**src/rtl/atf_pkg.sv**
```systemverilog
// ----------------------------------------------------------------------------
// atf_pkg
// Types and character constants for the AT response line framer.
// ----------------------------------------------------------------------------
package atf_pkg;

   localparam logic [7:0] CH_CR = 8'h0D;
   localparam logic [7:0] CH_LF = 8'h0A;
   localparam logic [7:0] CH_GT = 8'h3E;

   typedef enum logic [2:0] {
      ST_IDLE      = 3'd0,
      ST_IDLE_CR   = 3'd1,
      ST_IDLE_LF   = 3'd2,
      ST_RESULT    = 3'd3,
      ST_RESULT_CR = 3'd4,
      ST_RESULT_LF = 3'd5,
      ST_PROMPT    = 3'd6,
      ST_RAWDATA   = 3'd7
   } parse_state_type;

   typedef enum logic [1:0] {
      KIND_NONE    = 2'd0,
      KIND_LINE    = 2'd1,
      KIND_PAYLOAD = 2'd2
   } byte_kind_type;

   typedef enum logic [1:0] {
      LEND_NONE     = 2'd0,
      LEND_CR       = 2'd1,
      LEND_OVERFLOW = 2'd2
   } line_end_type;

   typedef struct packed {
      parse_state_type parse_state;
      logic [7:0]      line_count;
      logic [11:0]     payload_count;
      logic [11:0]     payload_expected;
   } framer_state_type;

   typedef struct packed {
      logic        mode;
      logic [7:0]  rx_byte;
      logic [11:0] raw_length;
   } req_item_type;

   typedef struct packed {
      byte_kind_type byte_kind;
      logic [7:0]    out_byte;
      line_end_type  line_end;
      logic [7:0]    line_length;
      logic          payload_end;
      logic [11:0]   payload_length;
      logic          prompt_seen;
   } rsp_item_type;

endpackage

```
**src/rtl/atf_step.sv**
```systemverilog
// ----------------------------------------------------------------------------
// atf_step
// One parser step: next framer state and the result for one input item.
// ----------------------------------------------------------------------------
module atf_step #(
   parameter int unsigned LINE_MAX    = 128,
   parameter int unsigned PAYLOAD_MAX = 2048
) (
   input  atf_pkg::framer_state_type cur_state,
   input  atf_pkg::req_item_type     item,
   output atf_pkg::framer_state_type nxt_state,
   output atf_pkg::rsp_item_type     result
);

   localparam logic [7:0]  LineMax    = 8'(LINE_MAX);
   localparam logic [11:0] PayloadMax = 12'(PAYLOAD_MAX);

   always_comb begin
      atf_pkg::framer_state_type nxt;
      atf_pkg::byte_kind_type    kind;
      atf_pkg::line_end_type     lend;
      logic [7:0]                llen;
      logic                      pend;
      logic [11:0]               plen;
      logic                      line_done;
      logic                      new_line;
      logic [7:0]                b;

      nxt       = cur_state;
      kind      = atf_pkg::KIND_NONE;
      lend      = atf_pkg::LEND_NONE;
      llen      = '0;
      pend      = 1'b0;
      plen      = '0;
      line_done = 1'b0;
      new_line  = 1'b0;
      b         = item.rx_byte;

      if (item.mode) begin
         nxt.payload_expected = (item.raw_length > PayloadMax) ? PayloadMax : item.raw_length;
         nxt.payload_count    = '0;
      end else begin
         unique case (cur_state.parse_state)
            atf_pkg::ST_IDLE_CR: begin
               if (b == atf_pkg::CH_LF) nxt.parse_state = atf_pkg::ST_RESULT_LF;
               else if (b == atf_pkg::CH_CR) nxt.parse_state = atf_pkg::ST_IDLE_CR;
               else new_line = 1'b1;
            end
            atf_pkg::ST_RESULT_CR: begin
               nxt.line_count = '0;
               if (b == atf_pkg::CH_LF) begin
                  nxt.parse_state = (cur_state.payload_expected != '0) ?
                                    atf_pkg::ST_RESULT_LF : atf_pkg::ST_IDLE;
               end else begin
                  line_done = 1'b1;
               end
            end
            atf_pkg::ST_RESULT_LF: begin
               nxt.line_count = '0;
               if (cur_state.payload_expected != '0) begin
                  nxt.payload_count = 12'd1;
                  nxt.parse_state   = atf_pkg::ST_RAWDATA;
                  kind              = atf_pkg::KIND_PAYLOAD;
               end else begin
                  line_done = 1'b1;
               end
            end
            atf_pkg::ST_RESULT: begin
               if (b == atf_pkg::CH_CR) begin
                  nxt.parse_state = atf_pkg::ST_RESULT_CR;
               end else begin
                  nxt.line_count = cur_state.line_count + 8'd1;
                  kind           = atf_pkg::KIND_LINE;
               end
            end
            atf_pkg::ST_RAWDATA: begin
               if (cur_state.payload_count >= cur_state.payload_expected) begin
                  nxt.line_count = '0;
                  line_done      = 1'b1;
               end else begin
                  nxt.payload_count = cur_state.payload_count + 12'd1;
                  kind              = atf_pkg::KIND_PAYLOAD;
               end
            end
            atf_pkg::ST_PROMPT: begin
               nxt.line_count = '0;
               if (b == atf_pkg::CH_CR) nxt.parse_state = atf_pkg::ST_IDLE_CR;
               else new_line = 1'b1;
            end
            atf_pkg::ST_IDLE, atf_pkg::ST_IDLE_LF: begin
               if (b == atf_pkg::CH_CR) nxt.parse_state = atf_pkg::ST_IDLE_CR;
               else if (b == atf_pkg::CH_GT) nxt.parse_state = atf_pkg::ST_PROMPT;
               else if (b == atf_pkg::CH_LF) nxt.parse_state = atf_pkg::ST_RESULT_LF;
               else new_line = 1'b1;
            end
         endcase

         // after a finished line: CR, prompt or first byte of a new line
         if (line_done) begin
            if (b == atf_pkg::CH_CR) nxt.parse_state = atf_pkg::ST_IDLE_CR;
            else if (b == atf_pkg::CH_GT) nxt.parse_state = atf_pkg::ST_PROMPT;
            else new_line = 1'b1;
         end

         if (new_line) begin
            nxt.parse_state = atf_pkg::ST_RESULT;
            nxt.line_count  = 8'd1;
            kind            = atf_pkg::KIND_LINE;
         end

         if (nxt.line_count >= LineMax) begin
            lend            = atf_pkg::LEND_OVERFLOW;
            llen            = nxt.line_count;
            nxt.line_count  = '0;
            nxt.parse_state = atf_pkg::ST_IDLE;
         end
         if (nxt.parse_state == atf_pkg::ST_RESULT_CR && nxt.line_count != '0) begin
            lend = atf_pkg::LEND_CR;
            llen = nxt.line_count;
         end
         if (nxt.parse_state == atf_pkg::ST_RAWDATA &&
             nxt.payload_count >= nxt.payload_expected) begin
            pend                 = 1'b1;
            plen                 = nxt.payload_count;
            nxt.line_count       = '0;
            nxt.parse_state      = atf_pkg::ST_IDLE;
            nxt.payload_expected = '0;
         end
      end

      nxt_state             = nxt;
      result.byte_kind      = kind;
      result.out_byte       = (kind != atf_pkg::KIND_NONE) ? b : 8'd0;
      result.line_end       = lend;
      result.line_length    = llen;
      result.payload_end    = pend;
      result.payload_length = plen;
      result.prompt_seen    = (nxt.parse_state == atf_pkg::ST_PROMPT);
   end

endmodule

```
**src/rtl/at_response_line_framer.sv**
```systemverilog
// ----------------------------------------------------------------------------
// at_response_line_framer
// An input item is parsed as it moves from the input register into the result
// register; the parser state updates in that same move.
// Throughput: one byte per cycle unless the result register is held by a low
// rsp_tready.
// Reset (synchronous): parser idle, counters cleared, both stages emptied.
// ----------------------------------------------------------------------------
module at_response_line_framer #(
   parameter int unsigned LINE_MAX    = 128,
   parameter int unsigned PAYLOAD_MAX = 2048
) (
   input  logic        clock,
   input  logic        reset,
   input  logic        req_tvalid,
   output logic        req_tready,
   input  logic [23:0] req_tdata,   // rx_byte[7:0], raw_length[19:8], zero pad
   input  logic [0:0]  req_tuser,   // mode[0]
   output logic        rsp_tvalid,
   input  logic        rsp_tready,
   output logic [31:0] rsp_tdata,   // out_byte[7:0], line_end[9:8],
                                    // line_length[17:10], payload_length[29:18],
                                    // prompt_seen[30], zero pad
   output logic [1:0]  rsp_tuser,   // byte_kind[1:0]
   output logic        rsp_tlast    // payload_end
);

   logic                      in_valid_ff;
   atf_pkg::req_item_type     in_item_ff;
   atf_pkg::framer_state_type state_ff;
   atf_pkg::framer_state_type state_in;
   logic                      rsp_valid_ff;
   atf_pkg::rsp_item_type     rsp_ff;
   atf_pkg::rsp_item_type     rsp_in;
   logic                      advance;

   assign advance    = in_valid_ff && (!rsp_valid_ff || rsp_tready);
   assign req_tready = !in_valid_ff || advance;

   atf_step #(
      .LINE_MAX    (LINE_MAX),
      .PAYLOAD_MAX (PAYLOAD_MAX)
   ) u_step (
      .cur_state (state_ff),
      .item      (in_item_ff),
      .nxt_state (state_in),
      .result    (rsp_in)
   );

   always_ff @(posedge clock) begin
      if (reset) begin
         in_valid_ff  <= 1'b0;
         rsp_valid_ff <= 1'b0;
         state_ff     <= '{parse_state: atf_pkg::ST_IDLE, line_count: '0,
                           payload_count: '0, payload_expected: '0};
      end else begin
         if (req_tready) in_valid_ff <= req_tvalid;
         if (advance) begin
            rsp_valid_ff <= 1'b1;
            state_ff     <= state_in;
         end else if (rsp_tready) begin
            rsp_valid_ff <= 1'b0;
         end
      end
   end

   always_ff @(posedge clock) begin
      if (req_tready && req_tvalid) begin
         in_item_ff.mode       <= req_tuser[0];
         in_item_ff.rx_byte    <= req_tdata[7:0];
         in_item_ff.raw_length <= req_tdata[19:8];
      end
      if (advance) rsp_ff <= rsp_in;
   end

   assign rsp_tvalid = rsp_valid_ff;
   assign rsp_tuser  = rsp_ff.byte_kind;
   assign rsp_tlast  = rsp_ff.payload_end;
   assign rsp_tdata  = {1'b0, rsp_ff.prompt_seen, rsp_ff.payload_length,
                        rsp_ff.line_length, rsp_ff.line_end, rsp_ff.out_byte};

endmodule
```
**config.mk**
```make
export PLATFORM = sky130hd
export DESIGN_NAME = at_response_line_framer
export DESIGN_NICKNAME = d
export VERILOG_FILES = /design/src/rtl/atf_pkg.sv /design/src/rtl/atf_step.sv /design/src/rtl/at_response_line_framer.sv
export SDC_FILE = /design/constraint.sdc
export NUM_CORES = 1
export LEC_CHECK = 0
export BUFFER_PORTS_ARGS = -buffer_cell sky130_fd_sc_hd__buf_2
export CORE_ASPECT_RATIO = 0.8
export CORE_UTILIZATION = 63
export DETAILED_ROUTE_END_ITERATION = 8
export PLACE_DENSITY_LB_ADDON = 0.08
export SLEW_MARGIN = 10
export SYNTH_ARGS = -nofsm -noshare
export SYNTH_HDL_FRONTEND = slang
export SYNTH_SLANG_ARGS = --single-unit
```
**constraint.sdc**
```tcl
create_clock -name clock -period 7.9 [get_ports clock]
set_clock_uncertainty 0.15 [all_clocks]
set_input_delay 0.79 -clock clock [delete_from_list [all_inputs] [get_ports clock]]
set_output_delay 0.79 -clock clock [all_outputs]
set_load 0.05 [all_outputs]
```
==> flow_summary.html, run 1 <==
<table>
<tr><th>Metric</th><th>Value</th></tr>
<tr><th colspan="2">Logic synthesis</th></tr>
<tr><td>Top post-synthesis cells by area</td><td>sky130_fd_sc_hd__edfxtp_1 (32%), sky130_fd_sc_hd__dfxtp_1 (14%), sky130_fd_sc_hd__ha_1 (6.3%), sky130_fd_sc_hd__a21oi_1 (3.3%), sky130_fd_sc_hd__o21ai_0 (3.1%)</td></tr>
<tr><td>Combinational family with the most area after synthesis</td><td>compound AO/OA/AOI/OAI gates</td></tr>
<tr><td>#FFs+latches synth</td><td>92</td></tr>
<tr><td>Seq/Total Area, Yosys</td><td>46.6%</td></tr>
<tr><td>Syn Std Cell Area</td><td>5140 um2</td></tr>
<tr><td>Fraction of synthesized area in multiplexers</td><td>1.02%</td></tr>
<tr><td>Synthesized instance count</td><td>530</td></tr>
<tr><td>Cell with the most instances after synthesis</td><td>sky130_fd_sc_hd__edfxtp_1</td></tr>
<tr><td>Number of enable flip-flop cells after synthesis</td><td>55</td></tr>
<tr><td>Top cell type by total area after synthesis</td><td>sky130_fd_sc_hd__edfxtp_1</td></tr>
<tr><td>Simple-Gate Fraction of Synth Area</td><td>18.8%</td></tr>
<tr><td>Average instance area after synthesis</td><td>9.69 um2</td></tr>
<tr><td>Post-synth top cells</td><td>sky130_fd_sc_hd__edfxtp_1 (55), sky130_fd_sc_hd__nand2_1 (39), sky130_fd_sc_hd__nor2_1 (39)</td></tr>
<tr><td>Area share of the largest cell type after synthesis</td><td>32.2%</td></tr>
<tr><td>Main synth FF type</td><td>sky130_fd_sc_hd__edfxtp_1</td></tr>
<tr><td>Post-Syn Nets</td><td>585</td></tr>
<tr><td>Fraction of the mapped netlist area in compound gates</td><td>22.1%</td></tr>
<tr><td>Post-Synth Adder-Cell Area</td><td>6.33%</td></tr>
<tr><td>Number of library cell types mapped by synthesis</td><td>65</td></tr>
<tr><td>Async SR Flop Fraction</td><td>0%</td></tr>
<tr><td>XOR/XNOR share of the synthesized area</td><td>0.853%</td></tr>
<tr><td>Synth Warn #</td><td>0</td></tr>
<tr><th colspan="2">Worst setup path</th></tr>
<tr><td>Endpoint arrival time on the critical path</td><td>5770 ps</td></tr>
<tr><td>Cell chain of the critical path</td><td>inv_1 -&gt; ha_1 -&gt; a21oi_1 -&gt; a21boi_0 -&gt; or3_1 -&gt; a21oi_1 -&gt; nand2_1 -&gt; o41ai_1 -&gt; ha_1 -&gt; a21oi_1 -&gt; nor2b_1 -&gt; o21ai_0 -&gt; a31oi_1 -&gt; o221ai_1 -&gt; nor2_1 -&gt; o31ai_1</td></tr>
<tr><td>Crit-path max cell delay</td><td>860 ps</td></tr>
<tr><td>Slowest-stage cell, CP</td><td>sky130_fd_sc_hd__o41ai_1</td></tr>
<tr><td>Worst Path Class, Setup</td><td>register to register</td></tr>
<tr><td>CP Capture Type</td><td>register</td></tr>
<tr><td>Category of cells accounting for the largest share of critical-path delay</td><td>compound AO/OA/AOI/OAI gates</td></tr>
<tr><td>CP required</td><td>7960 ps</td></tr>
<tr><td>Library cell appearing most often on the critical path</td><td>sky130_fd_sc_hd__a21oi_1</td></tr>
<tr><td>Crit path launch type</td><td>register</td></tr>
<tr><td>Critical-path maximum fanout</td><td>12</td></tr>
<tr><td>Number of buffers and inverters on the critical path</td><td>1</td></tr>
<tr><th colspan="2">Floorplan</th></tr>
<tr><td>Width of the die</td><td>103 um</td></tr>
<tr><td>Area of the die</td><td>8520 um2</td></tr>
<tr><td>Vertical die dimension</td><td>82.8 um</td></tr>
<tr><td>CORE AREA</td><td>7910 um2</td></tr>
<tr><td>Number of top-level pins</td><td>66</td></tr>
<tr><td>Number of placement rows</td><td>29</td></tr>
<tr><td>Starting density of the core</td><td>64.9%</td></tr>
<tr><th colspan="2">Routing</th></tr>
<tr><td>Post-detailed-route wirelength per cell</td><td>17.6 um</td></tr>
<tr><td>Iteration-0 DRC count of the detailed router</td><td>434</td></tr>
<tr><td>Antenna-violating nets left</td><td>0</td></tr>
<tr><td>Vias per cell</td><td>6.41</td></tr>
<tr><td>Total wire length</td><td>12100 um</td></tr>
<tr><td>Via count of the routed design</td><td>4419</td></tr>
<tr><td>Remaining routing DRC violations</td><td>0</td></tr>
<tr><td>Number of search-and-repair iterations in the first detailed-routing pass</td><td>5</td></tr>
<tr><th colspan="2">Timing</th></tr>
<tr><td>Unrepaired setup endpoints after global routing</td><td>false</td></tr>
<tr><td>Fin crit share</td><td>72.3%</td></tr>
<tr><td>Total of endpoints with negative setup slack in the final report</td><td>0</td></tr>
<tr><td>Post-layout minimum cycle time</td><td>5710 ps</td></tr>
<tr><td>Hold Vio Cnt, Final</td><td>0</td></tr>
<tr><td>Final max-slew violation count</td><td>0</td></tr>
<tr><td>Aggregate negative setup slack</td><td>0 ps</td></tr>
<tr><td>Max transition margin</td><td>22.1%</td></tr>
<tr><td>Slack of the critical path</td><td>2190 ps</td></tr>
<tr><td>Top achievable clock speed</td><td>0.175 GHz</td></tr>
<tr><td>Least-Margin Pin Slew</td><td>1160 ps</td></tr>
<tr><td>Post-route worst hold slack</td><td>348 ps</td></tr>
<tr><th colspan="2">CTS</th></tr>
<tr><td>Post-CTS setup buffers</td><td>0</td></tr>
<tr><td>H-tree depth</td><td>3</td></tr>
<tr><td>Clock root buffer master</td><td>sky130_fd_sc_hd__clkbuf_8</td></tr>
<tr><td>Max Buffers Root-to-Sink</td><td>2</td></tr>
<tr><td>Number of buffers inserted during clock tree synthesis</td><td>9</td></tr>
<tr><td>Clock-pin slew reported for the worst setup and hold paths after clock tree synthesis</td><td>90 ps</td></tr>
<tr><td>TritonCTS clock tree</td><td>built</td></tr>
<tr><td>Resized Gates After CTS</td><td>0</td></tr>
<tr><td>Insertion delay to the later sink of the worst-skew pair</td><td>360 ps</td></tr>
<tr><td>Number of buffers added to fix hold violations after cts</td><td>0</td></tr>
<tr><td>Clock sink total</td><td>92</td></tr>
<tr><th colspan="2">Pwr</th></tr>
<tr><td>Power density cells</td><td>175 nW/um2</td></tr>
<tr><td>Maximum vdd drop</td><td>0.130 mV</td></tr>
<tr><td>Logic pwr share</td><td>11.9%</td></tr>
<tr><td>Internal power of the cells</td><td>0.729 mW</td></tr>
<tr><td>Leakage Power</td><td>2.09 nW</td></tr>
<tr><td>Power share of the sequential group</td><td>54.3%</td></tr>
<tr><td>Part of the total power dissipated in the clock network</td><td>33.7%</td></tr>
<tr><td>Sw Share</td><td>26.8%</td></tr>
<tr><td>Net switching power</td><td>0.266 mW</td></tr>
<tr><th colspan="2">Placement</th></tr>
<tr><td>HPWL after detailed placement</td><td>8610 um</td></tr>
<tr><td>DP Cell Count</td><td>673</td></tr>
<tr><td>Post-place setup slack</td><td>2370 ps</td></tr>
<tr><td>Placer Congestion</td><td>0.964</td></tr>
<tr><td>Total of buffers placed on input and output ports</td><td>60</td></tr>
<tr><th colspan="2">Final layout</th></tr>
<tr><td>Number of nets in the layout</td><td>631</td></tr>
<tr><td>ANT cells</td><td>0</td></tr>
<tr><td>Fraction of final layout cells sized beyond drive strength 1</td><td>15.5%</td></tr>
<tr><td>Post-Layout Cell Count</td><td>689</td></tr>
<tr><td>Fillers</td><td>639</td></tr>
<tr><td>Seq. cell area</td><td>2390 um2</td></tr>
<tr><td>Combined area of the multi-input logic cells</td><td>2530 um2</td></tr>
<tr><td>Growth of design area from synthesis to finish</td><td>10.6%</td></tr>
<tr><th colspan="2">Global routing</th></tr>
<tr><td>Remaining global-route overflow</td><td>0</td></tr>
<tr><td>Vias in the first global route</td><td>3874</td></tr>
<tr><td>First-pass GRT wire length</td><td>19200 um</td></tr>
<tr><td>Largest net degree at the start of global routing</td><td>41</td></tr>
<tr><td>Antenna violations before repair</td><td>0</td></tr>
<tr><td>Global-route usage over all layers</td><td>29.8%</td></tr>
<tr><th colspan="2">Run</th></tr>
<tr><td>Count of maximum capacitance violations</td><td>0</td></tr>
<tr><th colspan="2">Status</th></tr>
<tr><td>Outcome</td><td>finished clean</td></tr>
<tr><th colspan="2">Min path</th></tr>
<tr><td>Worst Hold Class</td><td>register to register</td></tr>
</table>
[worst min-delay path, stage by stage, from the launching register on]
cell,delay [ps]
sky130_fd_sc_hd__dfxtp_1,330
sky130_fd_sc_hd__nand2_1,60
sky130_fd_sc_hd__a31oi_1,60
[routing by layer]
layer  wire, um  up-vias  track usage, %
li1           -     2109               -
met1       5740     2044            44.5
met2       5120      242            43.5
met3       1090       24            4.63
met4        175        0            10.8
met5          0        -               0
[through the flow]
| step | total power [mW] | cell area [um2] | utilization [%] |
|---|---|---|---|
| CTS | 0.995 | 5680 | 71.8 |
| global placement | 0.665 | 5460 | 69.1 |
| floorplan | 0.635 | 5140 | - |
| global route | 1.03 | 5680 | 71.8 |
| finish | 0.995 | 5680 | 71.8 |
| detailed placement | 0.668 | 5460 | 69.1 |
[worst paths after layout]
path / from / to / slack, ps / cells past startpoint
setup reg to reg: state_ff[10] / state_ff[5] / 2190 / 16
hold reg to reg: state_ff[11] / state_ff[11] / 350 / 2
setup / recovery: state_ff[10] / state_ff[5] / 2190 / 16
hold / removal: state_ff[11] / state_ff[11] / 350 / 2
[state kept, by name, summed over array words and instances (netlist names)]
signal,count
state_ff,35
rsp_tdata,31
in_item_ff,21
rsp_tuser,2
in_valid_ff,1
rsp_tlast,1
rsp_tvalid,1
[cells in the final DEF (no fill, tap or decap), drive strengths merged, types with 3 or more instances in the layout]
cell type  netlist  layout
o211ai           3       3
and3             7       7
ha              26      26
o22ai            4       4
nor3             5       5
a22o             4       4
nand2b           7       7
a22oi           15      15
mux2i            3       3
and2            19      19
a2bb2oi          4       4
dfxtp           37      37
buf             10      62
nand2           39      39
edfxtp          55      55
nor2b           10      10
a21o             7       7
a21boi           6       6
nor2            39      39
nand3           15      15
o21ai           33      33
nor4            12      12
or3              6       6
inv             23      23
nand4            8       8
o31ai           20      20
a21oi           35      35
xnor2            5       5
a31oi            9       9
clkbuf          17      14
a211oi           6       6
nand3b           3       3
o21a             4       4
clkinv           1       3
[power by group through the flow]
stage	registers, mW	clock network, mW	logic [mW]
after floorplan	0.575	0	0.0601
after global placement	0.550	0	0.114
after detailed placement	0.551	0	0.117
after CTS	0.540	0.338	0.117
after global routing	0.544	0.359	0.128
final	0.541	0.336	0.119
[area by class of cell]
| cell class | instances | share of cell area [%] |
|---|---|---|
| clock buffers | 14 | 3.61 |
| clock inverters | 2 | 0.220 |
| inverters | 24 | 1.59 |
| multi-input cells | 387 | 44.5 |
| flip-flops and latches | 92 | 42.1 |
| well taps | 108 | 2.38 |
| repair buffers | 62 | 5.55 |
[kinds of logic after synthesis]
| kind of cell | after synthesis |
|---|---|
| AND/OR/NAND/NOR | 180 |
| AO/OA/AOI/OAI | 170 |
| flip-flops | 92 |
| buffers and inverters | 51 |
| adder cells (fa/ha/maj) | 26 |
| XOR/XNOR | 5 |
| multiplexers | 5 |
| other | 1 |
Note: power is estimated with default switching activity, not from simulation.
==> inputs of run 2 (changes only) <==
Settings changed: CORE_UTILIZATION 63 to 58.
Clock period 7.9 ns to 5.42 ns, I/O delays scaled along.
==> flow_summary.html, run 2 (synthesized netlist as in run 1, its figures left out) <==
<table>
<tr><th>Metric</th><th>Value</th></tr>
<tr><th colspan="2">Timing</th></tr>
<tr><td>Total of endpoints with negative setup slack in the final report</td><td>0</td></tr>
<tr><td>Post-layout minimum cycle time</td><td>4770 ps</td></tr>
<tr><td>Unrepaired setup endpoints after global routing</td><td>false</td></tr>
<tr><td>Aggregate negative setup slack</td><td>0 ps</td></tr>
<tr><td>Final max-slew violation count</td><td>0</td></tr>
<tr><td>Hold Vio Cnt, Final</td><td>0</td></tr>
<tr><td>Top achievable clock speed</td><td>0.210 GHz</td></tr>
<tr><td>Least-Margin Pin Slew</td><td>1230 ps</td></tr>
<tr><td>Max transition margin</td><td>17.9%</td></tr>
<tr><td>Fin crit share</td><td>88.0%</td></tr>
<tr><th colspan="2">Global routing</th></tr>
<tr><td>First-pass GRT wire length</td><td>20200 um</td></tr>
<tr><td>Largest net degree at the start of global routing</td><td>40</td></tr>
<tr><td>Vias in the first global route</td><td>4092</td></tr>
<tr><td>Antenna violations before repair</td><td>0</td></tr>
<tr><td>Remaining global-route overflow</td><td>0</td></tr>
<tr><td>Global-route usage over all layers</td><td>28.2%</td></tr>
<tr><th colspan="2">Status</th></tr>
<tr><td>Outcome</td><td>finished clean</td></tr>
<tr><th colspan="2">Final layout</th></tr>
<tr><td>Fraction of final layout cells sized beyond drive strength 1</td><td>16.2%</td></tr>
<tr><td>Final core utilization</td><td>66.8%</td></tr>
<tr><td>Growth of design area from synthesis to finish</td><td>10.8%</td></tr>
<tr><td>Flip-flop count of the largest register after layout</td><td>35</td></tr>
<tr><td>Register with the most flip-flops</td><td>state_ff</td></tr>
<tr><td>Number of nets in the layout</td><td>635</td></tr>
<tr><td>ANT cells</td><td>0</td></tr>
<tr><td>Most common cell after layout, fill and taps aside</td><td>sky130_fd_sc_hd__buf_2</td></tr>
<tr><td>Leading cell types in the layout, fill and taps excluded</td><td>sky130_fd_sc_hd__buf_2 (60), sky130_fd_sc_hd__edfxtp_1 (55), sky130_fd_sc_hd__nor2_1 (39), sky130_fd_sc_hd__nand2_1 (39), sky130_fd_sc_hd__dfxtp_1 (37)</td></tr>
<tr><th colspan="2">Routing</th></tr>
<tr><td>Total wire length</td><td>12400 um</td></tr>
<tr><td>Iteration-0 DRC count of the detailed router</td><td>357</td></tr>
<tr><td>Antenna-violating nets left</td><td>0</td></tr>
<tr><td>Via count of the routed design</td><td>4415</td></tr>
<tr><td>Number of search-and-repair iterations in the first detailed-routing pass</td><td>5</td></tr>
<tr><td>Post-detailed-route wirelength per cell</td><td>17.8 um</td></tr>
<tr><td>Vias per cell</td><td>6.33</td></tr>
<tr><td>Remaining routing DRC violations</td><td>0</td></tr>
<tr><th colspan="2">Pwr</th></tr>
<tr><td>Maximum vdd drop</td><td>0.212 mV</td></tr>
<tr><td>Power density cells</td><td>250 nW/um2</td></tr>
<tr><td>Leakage Power</td><td>2.10 nW</td></tr>
<tr><th colspan="2">Min path</th></tr>
<tr><td>Worst Hold Class</td><td>input port to register</td></tr>
<tr><td>Hold endpoint</td><td>in_item_ff[8]</td></tr>
<tr><td>Worst hold path depth</td><td>1</td></tr>
<tr><td>Worst hold start</td><td>req_tdata[16]</td></tr>
<tr><th colspan="2">Floorplan</th></tr>
<tr><td>Number of placement rows</td><td>30</td></tr>
<tr><td>Width of the die</td><td>107 um</td></tr>
<tr><td>Vertical die dimension</td><td>86.2 um</td></tr>
<tr><td>CORE AREA</td><td>8520 um2</td></tr>
<tr><td>Starting density of the core</td><td>60.3%</td></tr>
<tr><td>Number of top-level pins</td><td>66</td></tr>
<tr><td>Area of the die</td><td>9240 um2</td></tr>
<tr><th colspan="2">Worst setup path</th></tr>
<tr><td>CP Capture Type</td><td>register</td></tr>
<tr><td>Crit path launch type</td><td>register</td></tr>
<tr><td>Critical-path maximum fanout</td><td>13</td></tr>
<tr><td>CP required</td><td>5480 ps</td></tr>
<tr><td>Cell depth of the worst flop-to-flop path</td><td>17</td></tr>
<tr><td>Reg-to-reg startpoint</td><td>state_ff[10]</td></tr>
<tr><td>Worst Path Class, Setup</td><td>register to register</td></tr>
<tr><td>Reg2Reg Setup Slack</td><td>650 ps</td></tr>
<tr><td>Endpoint arrival time on the critical path</td><td>4830 ps</td></tr>
<tr><td>Capturing point of the worst reg2reg path</td><td>rsp_tdata[21]</td></tr>
<tr><th colspan="2">CTS</th></tr>
<tr><td>TritonCTS clock tree</td><td>built</td></tr>
<tr><td>Clock root buffer master</td><td>sky130_fd_sc_hd__clkbuf_8</td></tr>
<tr><td>Number of buffers inserted during clock tree synthesis</td><td>9</td></tr>
<tr><td>Post-CTS setup buffers</td><td>0</td></tr>
<tr><td>Clock-pin slew reported for the worst setup and hold paths after clock tree synthesis</td><td>90 ps</td></tr>
<tr><td>Insertion delay to the later sink of the worst-skew pair</td><td>370 ps</td></tr>
<tr><td>Number of buffers added to fix hold violations after cts</td><td>0</td></tr>
<tr><td>Clock sink total</td><td>92</td></tr>
<tr><td>Resized Gates After CTS</td><td>0</td></tr>
<tr><td>H-tree depth</td><td>3</td></tr>
<tr><td>Max Buffers Root-to-Sink</td><td>2</td></tr>
<tr><th colspan="2">Placement</th></tr>
<tr><td>Placer Congestion</td><td>0.921</td></tr>
<tr><td>Total of buffers placed on input and output ports</td><td>60</td></tr>
<tr><td>HPWL after detailed placement</td><td>9050 um</td></tr>
<tr><th colspan="2">Run</th></tr>
<tr><td>Count of maximum capacitance violations</td><td>0</td></tr>
</table>
## run 2: cell count changes in the layout (fill, tap and decap cells not counted), sizes merged
cell    previous run  this run
clkbuf            14        12
buf               62        66
inv               23        25
## run 2: metrics by stage
step           instance area, um2  hold WS (ps)  setup WS [ps]  cells  power, mW
2_1_floorplan                5140           309           1380    530      0.925
3_3_place_gp                 5500           325            868    681      0.975
3_5_place_dp                 5500           342            802    681      0.979
4_1_cts                      5690           188            719    697       1.43
5_1_grt                      5690           177            302    697       1.47
6_report                     5690           199            652    697       1.42
## run 2: layout make-up
class	instances	area (um2)
fillers	681	2830
multi-input cells	387	2530
flip-flops and latches	92	2390
repair buffers	66	345
clock buffers	12	166
well taps	112	140
inverters	24	90.1
clock inverters	4	28.8
## run 2: critical path, stage by stage (launching register included)
cell and delay (ps):
sky130_fd_sc_hd__dfxtp_1 360, sky130_fd_sc_hd__inv_1 100, sky130_fd_sc_hd__ha_1 340, sky130_fd_sc_hd__a21oi_1 150, sky130_fd_sc_hd__a21boi_0 110, sky130_fd_sc_hd__nor3_1 320
sky130_fd_sc_hd__o21ai_0 430, sky130_fd_sc_hd__o31a_1 400, sky130_fd_sc_hd__o21ai_0 220, sky130_fd_sc_hd__o41ai_1 220, sky130_fd_sc_hd__ha_1 360, sky130_fd_sc_hd__nand4_1 100
sky130_fd_sc_hd__nor2_1 120, sky130_fd_sc_hd__o31ai_1 80, sky130_fd_sc_hd__a31oi_1 200, sky130_fd_sc_hd__o221ai_1 270, sky130_fd_sc_hd__or3_4 500, sky130_fd_sc_hd__nor2b_1 150
## run 2: metal layers
metal,global-route usage [%],wire length (um)
met1,40.1,5770
met2,41.5,5220
met3,7.97,1160
met4,9.71,236
met5,0,0
## run 2: worst max-delay path by stage
stage	depth (start not counted)	start	to
2_1_floorplan	18	state_ff[10]	rsp_tdata[20]
3_3_place_gp	14	state_ff[10]	rsp_tdata[19]
3_5_place_dp	17	state_ff[10]	rsp_tdata[19]
4_1_cts	17	state_ff[10]	rsp_tdata[19]
5_1_grt	17	state_ff[10]	rsp_tdata[19]
6_report	17	state_ff[10]	rsp_tdata[21]
## run 2: where the power goes
part / switching [mW] / internal (mW)
clock network: 0.248 / 0.210
registers: 0.0202 / 0.768
logic: 0.129 / 0.0492
